$ cat src/hw/rtl/pns_pkg.sv
// ----------------------------------------------------------------------------
// pns_pkg
// Shared types, constants and SHA-256 helpers for the nonce search block.
// ----------------------------------------------------------------------------
`default_nettype none

package pns_pkg;

  localparam int MAX_DATA_BYTES = 256;
  localparam int ADDR_W = (MAX_DATA_BYTES > 1) ? $clog2(MAX_DATA_BYTES) : 1;
  localparam int CNT_W  = $clog2(MAX_DATA_BYTES + 1);
  localparam int POS_W  = $clog2(MAX_DATA_BYTES + 80);

  localparam logic [1:0] REG_DIFFICULTY = 2'd0;
  localparam logic [1:0] REG_START      = 2'd1;
  localparam logic [1:0] REG_LIMIT      = 2'd2;

  localparam logic [255:0] INIT_H = {
    32'h6a09e667, 32'hbb67ae85, 32'h3c6ef372, 32'ha54ff53a,
    32'h510e527f, 32'h9b05688c, 32'h1f83d9ab, 32'h5be0cd19
  };

  localparam logic [31:0] ROUND_K [64] = '{
    32'h428a2f98, 32'h71374491, 32'hb5c0fbcf, 32'he9b5dba5,
    32'h3956c25b, 32'h59f111f1, 32'h923f82a4, 32'hab1c5ed5,
    32'hd807aa98, 32'h12835b01, 32'h243185be, 32'h550c7dc3,
    32'h72be5d74, 32'h80deb1fe, 32'h9bdc06a7, 32'hc19bf174,
    32'he49b69c1, 32'hefbe4786, 32'h0fc19dc6, 32'h240ca1cc,
    32'h2de92c6f, 32'h4a7484aa, 32'h5cb0a9dc, 32'h76f988da,
    32'h983e5152, 32'ha831c66d, 32'hb00327c8, 32'hbf597fc7,
    32'hc6e00bf3, 32'hd5a79147, 32'h06ca6351, 32'h14292967,
    32'h27b70a85, 32'h2e1b2138, 32'h4d2c6dfc, 32'h53380d13,
    32'h650a7354, 32'h766a0abb, 32'h81c2c92e, 32'h92722c85,
    32'ha2bfe8a1, 32'ha81a664b, 32'hc24b8b70, 32'hc76c51a3,
    32'hd192e819, 32'hd6990624, 32'hf40e3585, 32'h106aa070,
    32'h19a4c116, 32'h1e376c08, 32'h2748774c, 32'h34b0bcb5,
    32'h391c0cb3, 32'h4ed8aa4a, 32'h5b9cca4f, 32'h682e6ff3,
    32'h748f82ee, 32'h78a5636f, 32'h84c87814, 32'h8cc70208,
    32'h90befffa, 32'ha4506ceb, 32'hbef9a3f7, 32'hc67178f2
  };

  typedef enum logic [2:0] {
    ST_IDLE, ST_LOAD, ST_IGO, ST_IRUN, ST_OGO, ST_ORUN, ST_CHECK, ST_EMIT
  } pns_state_t;

  typedef struct packed {
    logic         start;
    logic [255:0] chain;
    logic [511:0] block;
  } pns_core_req_t;

  typedef struct packed {
    logic         done;
    logic [255:0] digest;
  } pns_core_rsp_t;

  function automatic logic [31:0] rotr(input logic [31:0] x, input int n);
    rotr = (x >> n) | (x << (32 - n));
  endfunction

  function automatic logic [31:0] bsig0(input logic [31:0] x);
    bsig0 = rotr(x, 2) ^ rotr(x, 13) ^ rotr(x, 22);
  endfunction

  function automatic logic [31:0] bsig1(input logic [31:0] x);
    bsig1 = rotr(x, 6) ^ rotr(x, 11) ^ rotr(x, 25);
  endfunction

  function automatic logic [31:0] ssig0(input logic [31:0] x);
    ssig0 = rotr(x, 7) ^ rotr(x, 18) ^ (x >> 3);
  endfunction

  function automatic logic [31:0] ssig1(input logic [31:0] x);
    ssig1 = rotr(x, 17) ^ rotr(x, 19) ^ (x >> 10);
  endfunction

endpackage

`default_nettype wire

$ cat src/hw/rtl/pns_sha_core.sv
// ----------------------------------------------------------------------------
// pns_sha_core
// SHA-256 compression of one 512-bit block, one round per cycle.
// ----------------------------------------------------------------------------
`default_nettype none

module pns_sha_core
  import pns_pkg::*;
(
  input  wire logic          clk,
  input  wire logic          rst,
  input  wire pns_core_req_t req,
  output pns_core_rsp_t      rsp
);

  logic [31:0] v [8];
  logic [31:0] hsave [8];
  logic [31:0] w [16];
  logic [5:0]  rnd;
  logic        busy;
  logic        done;
  logic [31:0] t1, t2, wnew;

  always_comb begin
    t1 = v[7] + bsig1(v[4]) + ((v[4] & v[5]) ^ (~v[4] & v[6])) + ROUND_K[rnd] + w[0];
    t2 = bsig0(v[0]) + ((v[0] & v[1]) ^ (v[0] & v[2]) ^ (v[1] & v[2]));
    wnew = ssig1(w[14]) + w[9] + ssig0(w[1]) + w[0];
  end

  always_ff @(posedge clk) begin
    if (rst) begin
      busy <= 1'b0;
      done <= 1'b0;
      rnd  <= '0;
    end else begin
      done <= 1'b0;
      if (req.start) begin
        busy <= 1'b1;
        rnd  <= '0;
      end else if (busy) begin
        rnd <= rnd + 6'd1;
        if (rnd == 6'd63) begin
          busy <= 1'b0;
          done <= 1'b1;
        end
      end
    end
  end

  always_ff @(posedge clk) begin
    if (req.start) begin
      for (int i = 0; i < 8; i++) begin
        v[i]     <= req.chain[255 - 32*i -: 32];
        hsave[i] <= req.chain[255 - 32*i -: 32];
      end
      for (int i = 0; i < 16; i++) w[i] <= req.block[511 - 32*i -: 32];
    end else if (busy) begin
      v[7] <= v[6];
      v[6] <= v[5];
      v[5] <= v[4];
      v[4] <= v[3] + t1;
      v[3] <= v[2];
      v[2] <= v[1];
      v[1] <= v[0];
      v[0] <= t1 + t2;
      for (int i = 0; i < 15; i++) w[i] <= w[i + 1];
      w[15] <= wnew;
    end
  end

  always_comb begin
    rsp.done = done;
    for (int i = 0; i < 8; i++) rsp.digest[255 - 32*i -: 32] = hsave[i] + v[i];
  end

endmodule

`default_nettype wire

$ cat config.mk
export PLATFORM = sky130hd
export DESIGN_NAME = pns_sha_core
export DESIGN_NICKNAME = d
export VERILOG_FILES = /design/src/hw/rtl/pns_pkg.sv /design/src/hw/rtl/pns_sha_core.sv
export SDC_FILE = /design/constraint.sdc
export NUM_CORES = 2
export LEC_CHECK = 0
export BUFFER_PORTS_ARGS = -buffer_cell sky130_fd_sc_hd__buf_2
export CORE_AREA = 2 2 396 398
export DETAILED_ROUTE_END_ITERATION = 16
export DIE_AREA = 0 0 398 400
export PLACE_DENSITY = 0.67
export SKIP_LAST_GASP = 1
export SLEW_MARGIN = 25
export SYNTH_ARGS = -nofsm -noshare
export SYNTH_HDL_FRONTEND = slang
export SYNTH_SLANG_ARGS = --single-unit
$ cat constraint.sdc
create_clock -name clk -period 14.9 [get_ports clk]
set_clock_uncertainty 0.2 [all_clocks]
set_input_delay 4.47 -clock clk [delete_from_list [all_inputs] [get_ports clk]]
set_output_delay 4.47 -clock clk [all_outputs]
set_load 0.02 [all_outputs]
After elaboration in Yosys (flattened, before gate mapping)
Memory sizes are Yosys's and may differ from the RTL's.
Index checks and enable logic that the tools add are counted.
{"block": "classes", "add_sub_neg": 19, "n_mux": 35, "n_reduce_logical": 2, "n_lt_le_gt_ge": 1, "bitwise_logic": 53, "n_eq_ne": 1}
{"op": "$mux W32", "n": 26}
{"op": "$add A32 B32 Y32", "n": 18}
{"op": "$xor A32 B32 Y32", "n": 9}
{"op": "$and A32 B32 Y32", "n": 5}
{"op": "$not A32 Y32", "n": 1}
{"op": "$or A10 B32 Y32", "n": 1}
{"op": "$or A13 B32 Y32", "n": 1}
{"op": "$or A14 B32 Y32", "n": 1}
{"op": "$or A15 B32 Y32", "n": 1}
{"op": "$or A19 B32 Y32", "n": 1}
{"op": "$or A21 B32 Y32", "n": 1}
{"op": "$or A25 B32 Y32", "n": 1}
{"op": "$or A26 B32 Y32", "n": 1}
{"op": "$or A30 B32 Y32", "n": 1}
{"op": "$or A7 B32 Y32", "n": 1}
{"op": "$xor A32 B22 Y32", "n": 1}
{"op": "$xor A32 B29 Y32", "n": 1}
{"op": "$or A1 B1 Y1", "n": 24}
{"op": "$mux W1", "n": 9}
{"op": "$ge A7 B7 Y1 const B", "n": 1}
{"op": "$not A6 Y7", "n": 1}
{"op": "$add A6 B1 Y6 const B", "n": 1}
{"op": "$eq A6 B6 Y1 const B", "n": 1}
{"op": "$reduce_or A3 Y1", "n": 1}
{"op": "other kinds (2)", "n": 2}
{"block": "word_totals", "ram_bits": 1024, "out_inout_bits": 257, "inputBits": 771, "word_cells": 118, "reg_bits": 8, "romBits": 2048, "memories": 4}
{"name": "(no name shown)", "words": 64, "width": 32, "rd": 1, "rd_clocked_by_memory_dff": 0, "write_ports": 0, "line": "pns_sha_core.sv:25", "text": "t1 = v[7] + bsig1(v[4]) + ((v[4] & v[5]) ^ (~v[4] & v[6])) + ROUND_K[rnd] + w[0];"}
{"name": "w", "words": 16, "width": 32, "rd": 16, "rd_clocked_by_memory_dff": 0, "write_ports": 16, "line": "pns_sha_core.sv:18", "text": "logic [31:0] w [16];"}
{"name": "hsave", "words": 8, "width": 32, "rd": 8, "rd_clocked_by_memory_dff": 0, "write_ports": 8, "line": "pns_sha_core.sv:17", "text": "logic [31:0] hsave [8];"}
{"name": "v", "words": 8, "width": 32, "rd": 8, "rd_clocked_by_memory_dff": 0, "write_ports": 8, "line": "pns_sha_core.sv:16", "text": "logic [31:0] v [8];"}

Depth between registers and ports, before layout
An unclocked memory read counts as a cell.
{"block": "depth", "word_depth": 10, "ltp_mapped": 43}

Worst setup path after synthesis
OpenSTA, ideal clock, no wires.
{"block": "synth_path", "kind": "input -> register", "startpoint": "input port req[768] in the netlist's numbering", "endpoint": "memory v[0][0] (enable)", "cell_stages": 4, "required_time_ns": 13.877, "setup_ns": 0.823, "t_arrival_ns": 14.436, "path_buffers": 3, "path_slack_ns": -0.559, "cell_sequence": "clkbuf_1 > clkbuf_1 > clkbuf_1 > or2_2"}
{"element": "start: declaration", "line": "pns_sha_core.sv:12", "text": "input wire pns_core_req_t req,"}
{"element": "end: declaration", "line": "pns_sha_core.sv:16"}

==> implementation parameters <==
Parameter                              Value

Routing
  Mean routed wirelength per cell ... 28.1 um
  Routed wire length ... 280000 um
  Number of nets with antenna violations after detailed routing ... 0
  Drt via density ... 5.70
  Iter 0 DRT Violations ... 5671
  Post-route DRC ... 0
  Number of detailed-routing iterations run before antenna repair ... 6
  Via count ... 56800

Min path
  Hold crit path type ... flop to flop

Yosys
  Mux cell area share after synthesis ... 3.54%
  Yosys Warn Count ... 0
  Post-synth EDFFs ... 1024
  Post-synthesis async set-or-reset flop share ... 0%
  Synth Flop Type ... sky130_fd_sc_hd__edfxtp_1
  Mapped cell area ... 68300 um2
  Post-synth net total ... 8197
  Share of synthesized cell area in full adder, half adder and majority cells ... 12.9%
  Largest area contributor in the netlist ... sky130_fd_sc_hd__edfxtp_1
  Count of state elements after synthesis ... 1032
  Area share of and/or/nand/nor cells after synthesis ... 14.9%
  Most numerous cell in the Yosys netlist ... sky130_fd_sc_hd__nand2_1
  Synth Area in XOR/XNOR ... 7.38%
  Compound-Gate Fraction of Synth Area ... 12.5%
  Post-synth cell types ... 91
  Fraction of the yosys area taken by sequential cells ... 45.3%
  Avg Inst Size Synth ... 9.98 um2
  Dominant combinational cell family by area after synthesis ... simple AND/OR/NAND/NOR gates
  Cells taking the most area after synthesis ... sky130_fd_sc_hd__edfxtp_1 (45%), sky130_fd_sc_hd__nand2_1 (9.9%), sky130_fd_sc_hd__ha_1 (7.1%), sky130_fd_sc_hd__fa_1 (5.7%), sky130_fd_sc_hd__xnor2_1 (5.3%)
  Commonest cells post-synth ... sky130_fd_sc_hd__nand2_1 (1801), sky130_fd_sc_hd__edfxtp_1 (1024), sky130_fd_sc_hd__xnor2_1 (412), sky130_fd_sc_hd__ha_1 (390), sky130_fd_sc_hd__inv_1 (340)
  Number of cells produced by synthesis ... 6841
  Area share of the largest cell type after synthesis ... 45.0%

Setup path
  Type of the worst setup path ... flop to flop
  Type of element capturing the critical path ... flop
  Worst Path Required ... 15200 ps
  Slowest library cell on the worst path ... sky130_fd_sc_hd__o311ai_0
  CP startpoint kind ... flop
  Largest stage delay on the critical path ... 950 ps
  Signal arrival time at the worst endpoint ... 11160 ps
  Cell repeated most along the worst path ... sky130_fd_sc_hd__inv_1
  Highest net fanout along the worst path ... 29

Clock network
  Post-CTS sizing ... 0
  Worst skew pair latency ... 770 ps
  H-tree depth ... 3
  TritonCTS clock tree ... done
  Post-cts hold buffer count ... 0
  Clock net sink count ... 1032
  Post-CTS Setup Repair Bufs ... 0
  Maximum root-to-sink buffer count ... 3
  Clock buffer count from CTS ... 118
  Cell at the root of the clock tree ... sky130_fd_sc_hd__clkbuf_16
  Clock transition at the registers of the reported paths ... 70 ps

Run status
  Outcome ... finished clean

Floorplanning
  Area of the placeable core ... 155000 um2
  Floorplan row count ... 145
  I/O pin cnt ... 1028
  Initial Utilization ... 44.0%
  Die height ... 400 um
  Die extent in x ... 398 um
  Area enclosed by the die boundary ... 159000 um2

STA
  Period minus WS final ... 10860 ps
  Max Clock Freq ... 92.1 MHz
  Unrepaired setup endpoints after global routing ... no
  Total setup violations reported at the end of the flow ... 0
  Worst rel slew slack ... 25.0%
  Fin Setup TNS ... 0 ps
  Count of final max-slew check failures ... 0
  Hold violation total from the final report ... 0
  Final setup slack of the worst path ... 4040 ps
  Transition time of the tightest slew-check pin ... 1130 ps
  Part of the cycle the worst path needs ... 72.9%

Layout
  Count of nets after finishing ... 9099
  Post-route non-filler standard cell count ... 9961
  Register cell area after layout ... 30900 um2
  Layout cells sized above 1 ... 19.1%
  Layout overhead on the synthesized area ... 16.3%
  Area of the multi-input gates ... 35000 um2
  Filler cell count ... 14300
  Final core utilization ... 51.2%

Flow run
  Count of max-cap constraint violations ... 0

Global route
  Vias in the first global route ... 55300
  Pin count of the biggest net entering global routing ... 190
  Antenna violations before repair ... 90
  GRT Util Overall ... 34.2%
  First-pass GRT wire length ... 389000 um
  Overflow left after global routing ... 0

Placed design
  Setup slack after placement ... 4200 ps
  Port Buffer Count ... 1027
  Placer Congestion ... 0.989
  Estimated wirelength of the detail-placed design ... 223000 um
  Placed Cells ... 9681
[state kept, by name, indices dropped and copies added, names as in the netlist]
| register | flops |
|---|---|
| busy | 1 |
| done | 1 |
| hsave | 256 |
| rnd | 6 |
| w | 512 |
| v | 256 |
[layer usage]
| metal | global-route usage (%) | wire length, um |
|---|---|---|
| met5 | 0 | 308 |
| met4 | 20.4 | 18700 |
| met3 | 6.78 | 21700 |
| met2 | 55.5 | 131000 |
| met1 | 42.3 | 108000 |
[metrics by stage]
step,area [um2],hold WS (ps)
2_1_floorplan,68300,284
3_3_place_gp,75400,291
3_5_place_dp,75400,291
4_1_cts,79200,295
5_1_grt,79400,330
6_report,79400,290
[kinds of logic (layout without fill, tap and decap cells)]
logic type               Yosys count  after routing
XOR/XNOR                         574            574
flip-flops                      1032           1032
AND/OR/NAND/NOR                 2463           2463
buffers and inverters            646           1649
AO/OA/AOI/OAI                   1325           1325
adder cells (fa/ha/maj)          589            589
other                              0             59
multiplexers                     212            212
[placed cells by master (no fill, tap or decap), types with 59 or more instances in the layout]
cell type,n
sky130_fd_sc_hd__nand2_1,1801
sky130_fd_sc_hd__buf_2,1026
sky130_fd_sc_hd__edfxtp_1,1024
sky130_fd_sc_hd__xnor2_1,412
sky130_fd_sc_hd__ha_1,390
sky130_fd_sc_hd__inv_1,340
sky130_fd_sc_hd__a21oi_1,339
sky130_fd_sc_hd__o21ai_0,305
sky130_fd_sc_hd__nor2_1,243
sky130_fd_sc_hd__fa_1,195
sky130_fd_sc_hd__mux2_2,187
sky130_fd_sc_hd__a21o_1,180
sky130_fd_sc_hd__xor2_1,161
sky130_fd_sc_hd__clkbuf_16,118
sky130_fd_sc_hd__nor3_1,90
sky130_fd_sc_hd__nand3_1,83
sky130_fd_sc_hd__o21a_1,60
sky130_fd_sc_hd__diode_2,59
[worst max-delay path, delay by kind of cell (launching register included)]
family          cells  cell delay, ps
compound gates     16            4300
xor+xnor            1             160
fa+ha+maj           8            3270
buf+inv             8            1370
flops               1             300
simple gates        6            1000
[path summary, 6_finish.rpt]
| path | slack, ps | start | cells after the start | endpoint |
|---|---|---|---|---|
| setup / recovery | 4040 | rnd[0]$_SDFFE_PP0P_ | 39 | v[0][29]$_DFFE_PP_ |
| hold reg to reg | 290 | w[3][26]$_DFFE_PP_ | 2 | w[2][58]$_DFFE_PP_ |
| hold / removal | 290 | w[3][26]$_DFFE_PP_ | 2 | w[2][58]$_DFFE_PP_ |
| setup reg to reg | 4040 | rnd[0]$_SDFFE_PP0P_ | 39 | v[0][29]$_DFFE_PP_ |
[layout make-up]
type | instances | area share (%)
diodes | 59 | 0.186
clock buffers | 139 | 3.82
clock inverters | 82 | 1.08
inverters | 346 | 1.64
multi-input cells | 5163 | 44.0
flip-flops and latches | 1032 | 38.9
well taps | 2058 | 3.24
repair buffers | 1082 | 7.06
Power is left out: the tool's default activity adds up to more than one toggle a clock period on the data nets, which glitch-free logic cannot reach.
